File: src/hw/rtl/spq_pkg.sv
`timescale 1ns / 1ps

package spq_pkg;

   localparam int DEFAULT_QUEUE_DEPTH = 16;

   localparam int VALUE_W = 32;
   localparam int PRIO_W  = 64;
   localparam int MODE_W  = 2;
   localparam int POS_W   = 4;
   localparam int COUNT_W = 5;

   // request modes
   localparam logic [MODE_W-1:0] MODE_INSERT = 2'd0;
   localparam logic [MODE_W-1:0] MODE_REMOVE = 2'd1;
   localparam logic [MODE_W-1:0] MODE_FIND   = 2'd2;

   // operation applied to every cell of the row
   typedef enum logic [2:0] {
      CELL_HOLD,
      CELL_INSERT,
      CELL_REMOVE,
      CELL_MATCH,
      CELL_SHIFT
   } cell_op_type;

   typedef struct packed {
      cell_op_type               op;
      logic signed [VALUE_W-1:0] value;
      logic signed [PRIO_W-1:0]  prio;
   } cell_ctrl_type;

endpackage

File: src/hw/rtl/spq_cell.sv
`timescale 1ns / 1ps

module spq_cell
   import spq_pkg::*;
(
   input  logic                      clock,
   input  logic                      reset,
   input  cell_ctrl_type             ctrl,
   input  logic                      occupied,
   input  logic signed [VALUE_W-1:0] left_value,
   input  logic signed [PRIO_W-1:0]  left_prio,
   input  logic                      left_pos,
   input  logic signed [VALUE_W-1:0] right_value,
   input  logic signed [PRIO_W-1:0]  right_prio,
   input  logic                      right_match,
   output logic signed [VALUE_W-1:0] value,
   output logic signed [PRIO_W-1:0]  prio,
   output logic                      pos,
   output logic                      match
);

   logic signed [VALUE_W-1:0] value_ff, value_in;
   logic signed [PRIO_W-1:0]  prio_ff, prio_in;
   logic                      match_ff, match_in;

   // new entry belongs at or before this cell
   assign pos = !occupied || (ctrl.prio < prio_ff);

   always_comb begin
      value_in = value_ff;
      prio_in  = prio_ff;
      match_in = match_ff;
      case (ctrl.op)
         CELL_INSERT: begin
            if (left_pos) begin
               value_in = left_value;
               prio_in  = left_prio;
            end else if (pos) begin
               value_in = ctrl.value;
               prio_in  = ctrl.prio;
            end
         end
         CELL_REMOVE: begin
            value_in = right_value;
            prio_in  = right_prio;
         end
         CELL_MATCH: match_in = occupied && (value_ff == ctrl.value);
         CELL_SHIFT: match_in = right_match;
         default: ;
      endcase
   end

   always_ff @(posedge clock) begin
      value_ff <= value_in;
      prio_ff  <= prio_in;
      if (reset) begin
         match_ff <= 1'b0;
      end else begin
         match_ff <= match_in;
      end
   end

   assign value = value_ff;
   assign prio  = prio_ff;
   assign match = match_ff;

endmodule

File: config.mk
export PLATFORM = sky130hd
export DESIGN_NAME = spq_cell
export DESIGN_NICKNAME = d
export VERILOG_FILES = /design/src/hw/rtl/spq_pkg.sv /design/src/hw/rtl/spq_cell.sv
export SDC_FILE = /design/constraint.sdc
export NUM_CORES = 1
export LEC_CHECK = 0
export ABC_AREA = 1
export BUFFER_PORTS_ARGS = -buffer_cell sky130_fd_sc_hd__buf_2
export CELL_PAD_IN_SITES_DETAIL_PLACEMENT = 1
export CELL_PAD_IN_SITES_GLOBAL_PLACEMENT = 2
export CORE_MARGIN = 1.5
export CORE_UTILIZATION = 24
export CTS_CLUSTER_SIZE = 30
export DETAILED_ROUTE_END_ITERATION = 12
export GPL_TIMING_DRIVEN = 0
export HOLD_SLACK_MARGIN = 0.05
export MAX_ROUTING_LAYER = met4
export PLACE_DENSITY = 0.82
export RECOVER_POWER = 25
export SYNTH_ARGS = -nofsm -noshare
export SYNTH_HDL_FRONTEND = slang
export SYNTH_SLANG_ARGS = --single-unit
File: constraint.sdc
create_clock -name clock -period 5.8 [get_ports clock]
set_input_delay 0.58 -clock clock [delete_from_list [all_inputs] [get_ports clock]]
set_output_delay 0.58 -clock clock [all_outputs]
set_load 0.03 [all_outputs]
### After elaboration in Yosys (flattened, before gate mapping)

Cells that the tools add are included.

| operators by class | value |
|---|---|
| $add $sub $neg | 0 |
| multiply operators | 0 |
| div/mod/pow operators | 0 |
| $lt $le $gt $ge | 1 |
| equal/unequal tests | 6 |
| shift-type cells | 0 |
| muxes and demuxes | 7 |
| bitwise gates (word level) | 0 |
| reductions and logical operators | 6 |

Operators by type and width:

| cell | count |
|---|---|
| $mux W64 | 2 |
| $pmux W64 S2 | 1 |
| $lt A64 B64 Y1 | 1 |
| $mux W32 | 2 |
| $pmux W32 S2 | 1 |
| $eq A32 B32 Y1 | 1 |
| $eq A3 B2 Y1 const B | 2 |
| $reduce_bool A2 Y1 | 2 |
| $eq A3 B1 Y1 const B | 1 |
| $eq A3 B3 Y1 const B | 1 |
| $ne A3 B3 Y1 const B | 1 |
| $pmux W1 S2 | 1 |
| $reduce_and A2 Y1 | 1 |
| $logic_and A1 B1 Y1 | 1 |
| $logic_not A1 Y1 | 1 |
| $logic_or A1 B1 Y1 | 1 |

| word-level totals | value |
|---|---|
| register bits | 97 |
| bits in latches | 0 |
| memory bits (writable) | 0 |
| bits in read-only memories | 0 |
| bits of input ports | 296 |
| output and inout port bits | 98 |
| logic and storage cells | 23 |
| memories kept | 0 |

### Logic depth before layout (Yosys ltp)

| logic depth | value |
|---|---|
| depth after elaboration | 5 |
| mapped depth | 18 |
| depth with buffers taken out | 18 |

### Worst setup path before layout

Ideal clock, no wire load.

| path | value |
|---|---|
| path kind | input to register |
| from | input ctrl[53] (netlist name) |
| to | register prio_ff[0] (netlist: prio[0]), enable pin |
| library setup time | 0.458 ns |
| arrival | 3.716 ns |
| required time | 5.342 ns |
| setup slack | 1.626 ns |
| stages | 12 |
| buffers on the path | 0 |
| cells stage by stage | ha_1 > a21oi_1 > nor2_1 > nor2_1 > nand3_1 > nand2_1 > nand3_1 > nor2_1 > nand3_1 > nand4_1 > nand2_1 > nand2_1 |

| between the ends | value |
|---|---|
| cells in the longest elaborated chain, start to end | 4 |

RTL lines:

| element | RTL line | text |
|---|---|---|
| start, declared | spq_cell.sv:8 | `input cell_ctrl_type ctrl,` |
| $lt A64 B64 Y1 | spq_cell.sv:27 | `assign pos = !occupied \|\| (ctrl.prio < prio_ff);` |
| $logic_or A1 B1 Y1 | spq_cell.sv:27 |  |
| $ne A3 B3 Y1 (no source line) | -- |  |
| $reduce_and A2 Y1 (no source line) | -- |  |
| end signal, assigned | spq_cell.sv:55 | `prio_ff <= prio_in;` |
| end, declared | spq_cell.sv:23 | `logic signed [PRIO_W-1:0] prio_ff, prio_in;` |

Every way passes these cells.
A chain may end at the register's enable or synchronous reset.

### Final worst setup path

| path | value |
|---|---|
| from | register prio_ff[31] (netlist: prio[31]) |
| to | register prio_ff[31] (netlist: prio[31]), enable pin |

| between the ends | value |
|---|---|
| cells in the longest elaborated chain, start to end | 4 |

RTL lines:

| element | RTL line |
|---|---|
| $lt A64 B64 Y1 | spq_cell.sv:27 |
| $logic_or A1 B1 Y1 | spq_cell.sv:27 |
| $ne A3 B3 Y1 (no source line) | -- |
| $reduce_and A2 Y1 (no source line) | -- |

Every way passes these cells.

==> run_summary.xml <==
<?xml version="1.0" encoding="UTF-8"?>
<metrics>
  <group name="global_routing">
    <metric name="antenna_found_initial" unit="">4</metric>
    <metric name="grt_remaining_overflow" unit="">0</metric>
    <metric name="first_global_vias" unit="">8232</metric>
    <metric name="grt_pass1_wl" unit="um">47000</metric>
    <metric name="grt.busiest_layer" unit="">met2</metric>
    <metric name="grt.met2_usage" unit="%">35.7</metric>
    <metric name="global_route_total_usage_across_every_layer" unit="%">20.9</metric>
    <metric name="grt_max_degree" unit="">51</metric>
    <metric name="grtUsageMet3" unit="%">3.65</metric>
    <metric name="global_route.usage.met1" unit="%">25.4</metric>
  </group>
  <group name="clocking">
    <metric name="clock_sink_count" unit="">97</metric>
    <metric name="ctsHtreeMaxLevel" unit="">3</metric>
    <metric name="cts.reportedPaths.clkPinSlew" unit="ns">0.07</metric>
    <metric name="post-cts-setup-buffer-count" unit="">0</metric>
    <metric name="cts.hold.buffers_added" unit="">0</metric>
    <metric name="cts_tree" unit="">yes</metric>
    <metric name="ctsResizeCount" unit="">0</metric>
    <metric name="cts_made_buffers" unit="">9</metric>
    <metric name="clk_latency" unit="ns">0.36</metric>
    <metric name="cts-root-to-sink-buffers" unit="">2</metric>
    <metric name="cts.root.buffer_cell" unit="">clkbuf_16</metric>
  </group>
  <group name="pwr">
    <metric name="leakagePower" unit="nW">4.68</metric>
    <metric name="net-switching-power" unit="mW">0.666</metric>
    <metric name="vdd.ir_drop.worst" unit="mV">0.111</metric>
    <metric name="power.share.combinational" unit="%">27.6</metric>
    <metric name="p_clk_share" unit="%">29.3</metric>
    <metric name="power.switching_fraction" unit="%">33.5</metric>
    <metric name="sequentialPowerShare" unit="%">43.2</metric>
    <metric name="internal_power" unit="mW">1.32</metric>
    <metric name="power.density" unit="nW/um^2">206</metric>
  </group>
  <group name="finish">
    <metric name="layout-area-overhead-vs-synth" unit="%">37.8</metric>
    <metric name="fin_cells" unit="">1679</metric>
    <metric name="layout_common_cells" unit="">344 x buf_2, 259 x nand2_1, 109 x nor2_1</metric>
    <metric name="final_layout_size_suffix_gt1_share" unit="%">29.4</metric>
    <metric name="multi_input_area" unit="sq um">3540</metric>
    <metric name="num-nets-final" unit="">1645</metric>
    <metric name="ff_latch_area" unit="sq um">2900</metric>
    <metric name="mostFrequentLayoutCell" unit="">buf_2</metric>
    <metric name="fill_cells" unit="">3741</metric>
  </group>
  <group name="route">
    <metric name="drt_pre_antenna_iters" unit="">6</metric>
    <metric name="routed_wirelength" unit="um">31300</metric>
    <metric name="dr.first_iter.drc_count" unit="">306</metric>
    <metric name="route.vias.total" unit="">7734</metric>
    <metric name="drc_errors" unit="">0</metric>
    <metric name="average_wire_length_per_cell_after_detail_routing" unit="um">18.7</metric>
    <metric name="vias_per_cell" unit="">4.61</metric>
    <metric name="remaining_antenna_violation_count" unit="">0</metric>
  </group>
  <group name="critical_path">
    <metric name="worstSetupPathType" unit="">flip-flop to flip-flop</metric>
    <metric name="timing.critical_path.required" unit="ns">5.83</metric>
    <metric name="reg2reg_slack" unit="ns">2.67</metric>
    <metric name="crit_path_start_kind" unit="">flip-flop</metric>
    <metric name="setup.worst_path.end_class" unit="">flip-flop</metric>
    <metric name="worst_ep_arrival_time" unit="ns">3.15</metric>
    <metric name="critPathMaxFanout" unit="">50</metric>
  </group>
  <group name="floorplan">
    <metric name="floorplan.die_area" unit="sq um">30300</metric>
    <metric name="effective_utilization_at_floorplan" unit="%">24.4</metric>
    <metric name="core_area" unit="sq um">28700</metric>
    <metric name="floorplan.io_pins" unit="">394</metric>
    <metric name="fp.dieW" unit="um">174</metric>
    <metric name="die_h" unit="um">174</metric>
    <metric name="placement_rows" unit="">62</metric>
  </group>
  <group name="flow_run">
    <metric name="cap_violations" unit="">0</metric>
  </group>
  <group name="placed_design">
    <metric name="hpwl" unit="um">25100</metric>
    <metric name="place.gp.congestion" unit="">0.842</metric>
    <metric name="numPlacedInstances" unit="">1659</metric>
    <metric name="port_buffers" unit="">392</metric>
  </group>
  <group name="timing">
    <metric name="slew-limit-headroom" unit="%">48.8</metric>
    <metric name="maxSlewViolCount" unit="">0</metric>
    <metric name="timing_hold_violations_final" unit="">0</metric>
    <metric name="rsz0062_at_grt" unit="">false</metric>
    <metric name="setup_viol_count_final" unit="">0</metric>
    <metric name="max_slew.worst_pin.slew" unit="ns">0.767</metric>
    <metric name="timing.final.crit_share" unit="%">53.9</metric>
    <metric name="finClkSkew" unit="ns">0.00850</metric>
    <metric name="timing.fmax" unit="MHz">320</metric>
    <metric name="worst_hold_slack" unit="ns">0.476</metric>
    <metric name="fin_crit" unit="ns">3.13</metric>
  </group>
  <group name="synth">
    <metric name="post_synth_and_or_nand_nor_area_fraction" unit="%">24.3</metric>
    <metric name="synth_fp_nets" unit="">1241</metric>
    <metric name="synth-edff-count" unit="">96</metric>
    <metric name="ys_async_sr_fraction" unit="%">0</metric>
    <metric name="area_share_of_xor_xnor_cells_in_the_synthesized_design" unit="%">1.75</metric>
    <metric name="number_of_register_bits_inferred_by_synthesis" unit="">97</metric>
    <metric name="mapped_avg_cell_area" unit="sq um">7.95</metric>
    <metric name="gate_count_post_synth" unit="">882</metric>
    <metric name="yosys_warnings" unit="">0</metric>
    <metric name="post_synth_mux_area_share" unit="%">0</metric>
    <metric name="synth_top_family_by_area" unit="">simple AND/OR/NAND/NOR gates</metric>
    <metric name="post_synth_fa_ha_maj_area_fraction" unit="%">11.2</metric>
    <metric name="synth_compound_gate_area_share" unit="%">13.2</metric>
    <metric name="ys_types" unit="">37</metric>
    <metric name="synth-seq-area-share" unit="%">41.4</metric>
    <metric name="dominantRegCellSynth" unit="">edfxtp_1</metric>
    <metric name="synth.cell_area" unit="sq um">7010</metric>
  </group>
  <group name="status">
    <metric name="run_status" unit="">complete, no violations</metric>
  </group>
  <group name="min_path">
    <metric name="min-delay-path-class" unit="">input port to flip-flop</metric>
  </group>
</metrics>
==> cells by family (layout without fill, tap and decap cells) <==
family	Yosys count	count (layout)
and+or+nand+nor	411	411
AOI/OAI and AO/OA	153	153
buffers and inverters	144	553
DFF	97	97
adders and majority gates	63	63
xor gates and xnor gates	14	14
other	0	4
==> critical path: stages (launching register included) <==
cell and delay (ns):
edfxtp_1 0.35, inv_1 0.05, ha_1 0.30, nand2_2 0.08, nor2_4 0.12, nand4_2 0.11
nor4_2 0.18, nand2_1 0.10, nand2_1 0.13, nand2_1 0.10, nand2_1 0.07, nand2_1 0.06
nand4_1 0.08, nand2_1 0.11, nand2_4 0.55, buf_16 0.32
==> Yosys cell counts (3+ instances only) <==
| cell | n | area [sq um] |
|---|---|---|
| inv_1 | 99 | 372 |
| nand2_2 | 3 | 18.8 |
| inv_2 | 3 | 11.3 |
| o21ai_0 | 6 | 30.0 |
| nand4_2 | 3 | 37.5 |
| nand2_1 | 260 | 976 |
| clkbuf_1 | 17 | 63.8 |
| a31oi_1 | 96 | 601 |
| edfxtp_1 | 96 | 2880 |
| nor3_1 | 9 | 45.0 |
| nor2_1 | 109 | 409 |
| o21ai_1 | 6 | 30.0 |
| nand3_1 | 8 | 40.0 |
| nand4_1 | 8 | 50.1 |
| xor2_1 | 6 | 52.6 |
| ha_1 | 63 | 788 |
| o22ai_1 | 6 | 37.5 |
| o2111ai_1 | 3 | 26.3 |
| xnor2_1 | 8 | 70.1 |
| buf_2 | 24 | 120 |
| nor2_4 | 4 | 45.0 |
| a21oi_1 | 30 | 150 |
==> per-stage QoR <==
stage	area, sq um	power (mW)	utilization [%]	TNS [ns]	setup WS, ns
floorplan	7010	1.18	-	0	1.63
detailed placement	9490	1.43	33.1	0	2.20
CTS	9750	2.02	34.0	0	2.50
global placement	9460	1.43	32.9	-48.02	-0.507
global route	9670	2.08	33.7	0	2.28
finish	9670	1.99	33.7	0	2.67
==> state kept, by name, summed over array words and instances (netlist names) <==
register / cells
match: 1
value: 32
prio: 64
==> per-layer routing <==
layer | routed length, um | share of wire [%]
met3 | 1690 | 5.4
met2 | 15500 | 50
met1 | 13600 | 43
met4 | 512 | 1.6
met5 | 0 | 0
==> final cells by class <==
| type | count | area share, % |
|---|---|---|
| tap | 384 | 4.97 |
| clock buffer | 11 | 2.41 |
| inverter | 102 | 3.96 |
| clock inverter | 5 | 0.233 |
| antenna | 4 | 0.104 |
| buffer | 42 | 1.98 |
| sequential | 97 | 30.0 |
| multi-input combinational | 641 | 36.7 |
| timing repair buffer | 393 | 19.6 |
==> power by group through the flow <==
| stage | registers [mW] | logic [mW] | clock network [mW] |
|---|---|---|---|
| 2_1_floorplan | 0.953 | 0.229 | 0 |
| 3_3_place_gp | 0.878 | 0.549 | 0 |
| 3_5_place_dp | 0.872 | 0.562 | 0 |
| 4_1_cts | 0.857 | 0.565 | 0.599 |
| 5_1_grt | 0.864 | 0.610 | 0.610 |
| 6_report | 0.858 | 0.548 | 0.581 |
==> path summary, 6_finish.rpt <==
| check | depth (start not counted) | end | start |
|---|---|---|---|
| setup / recovery | 15 | prio[31]$_DFFE_PP_ | prio[31]$_DFFE_PP_ |
| hold / removal | 3 | match$_SDFFE_PP0P_ | reset |
| setup reg to reg | 15 | prio[31]$_DFFE_PP_ | prio[31]$_DFFE_PP_ |
| hold reg to reg | 2 | match$_SDFFE_PP0P_ | match$_SDFFE_PP0P_ |
(Power assumes the default switching activity.)
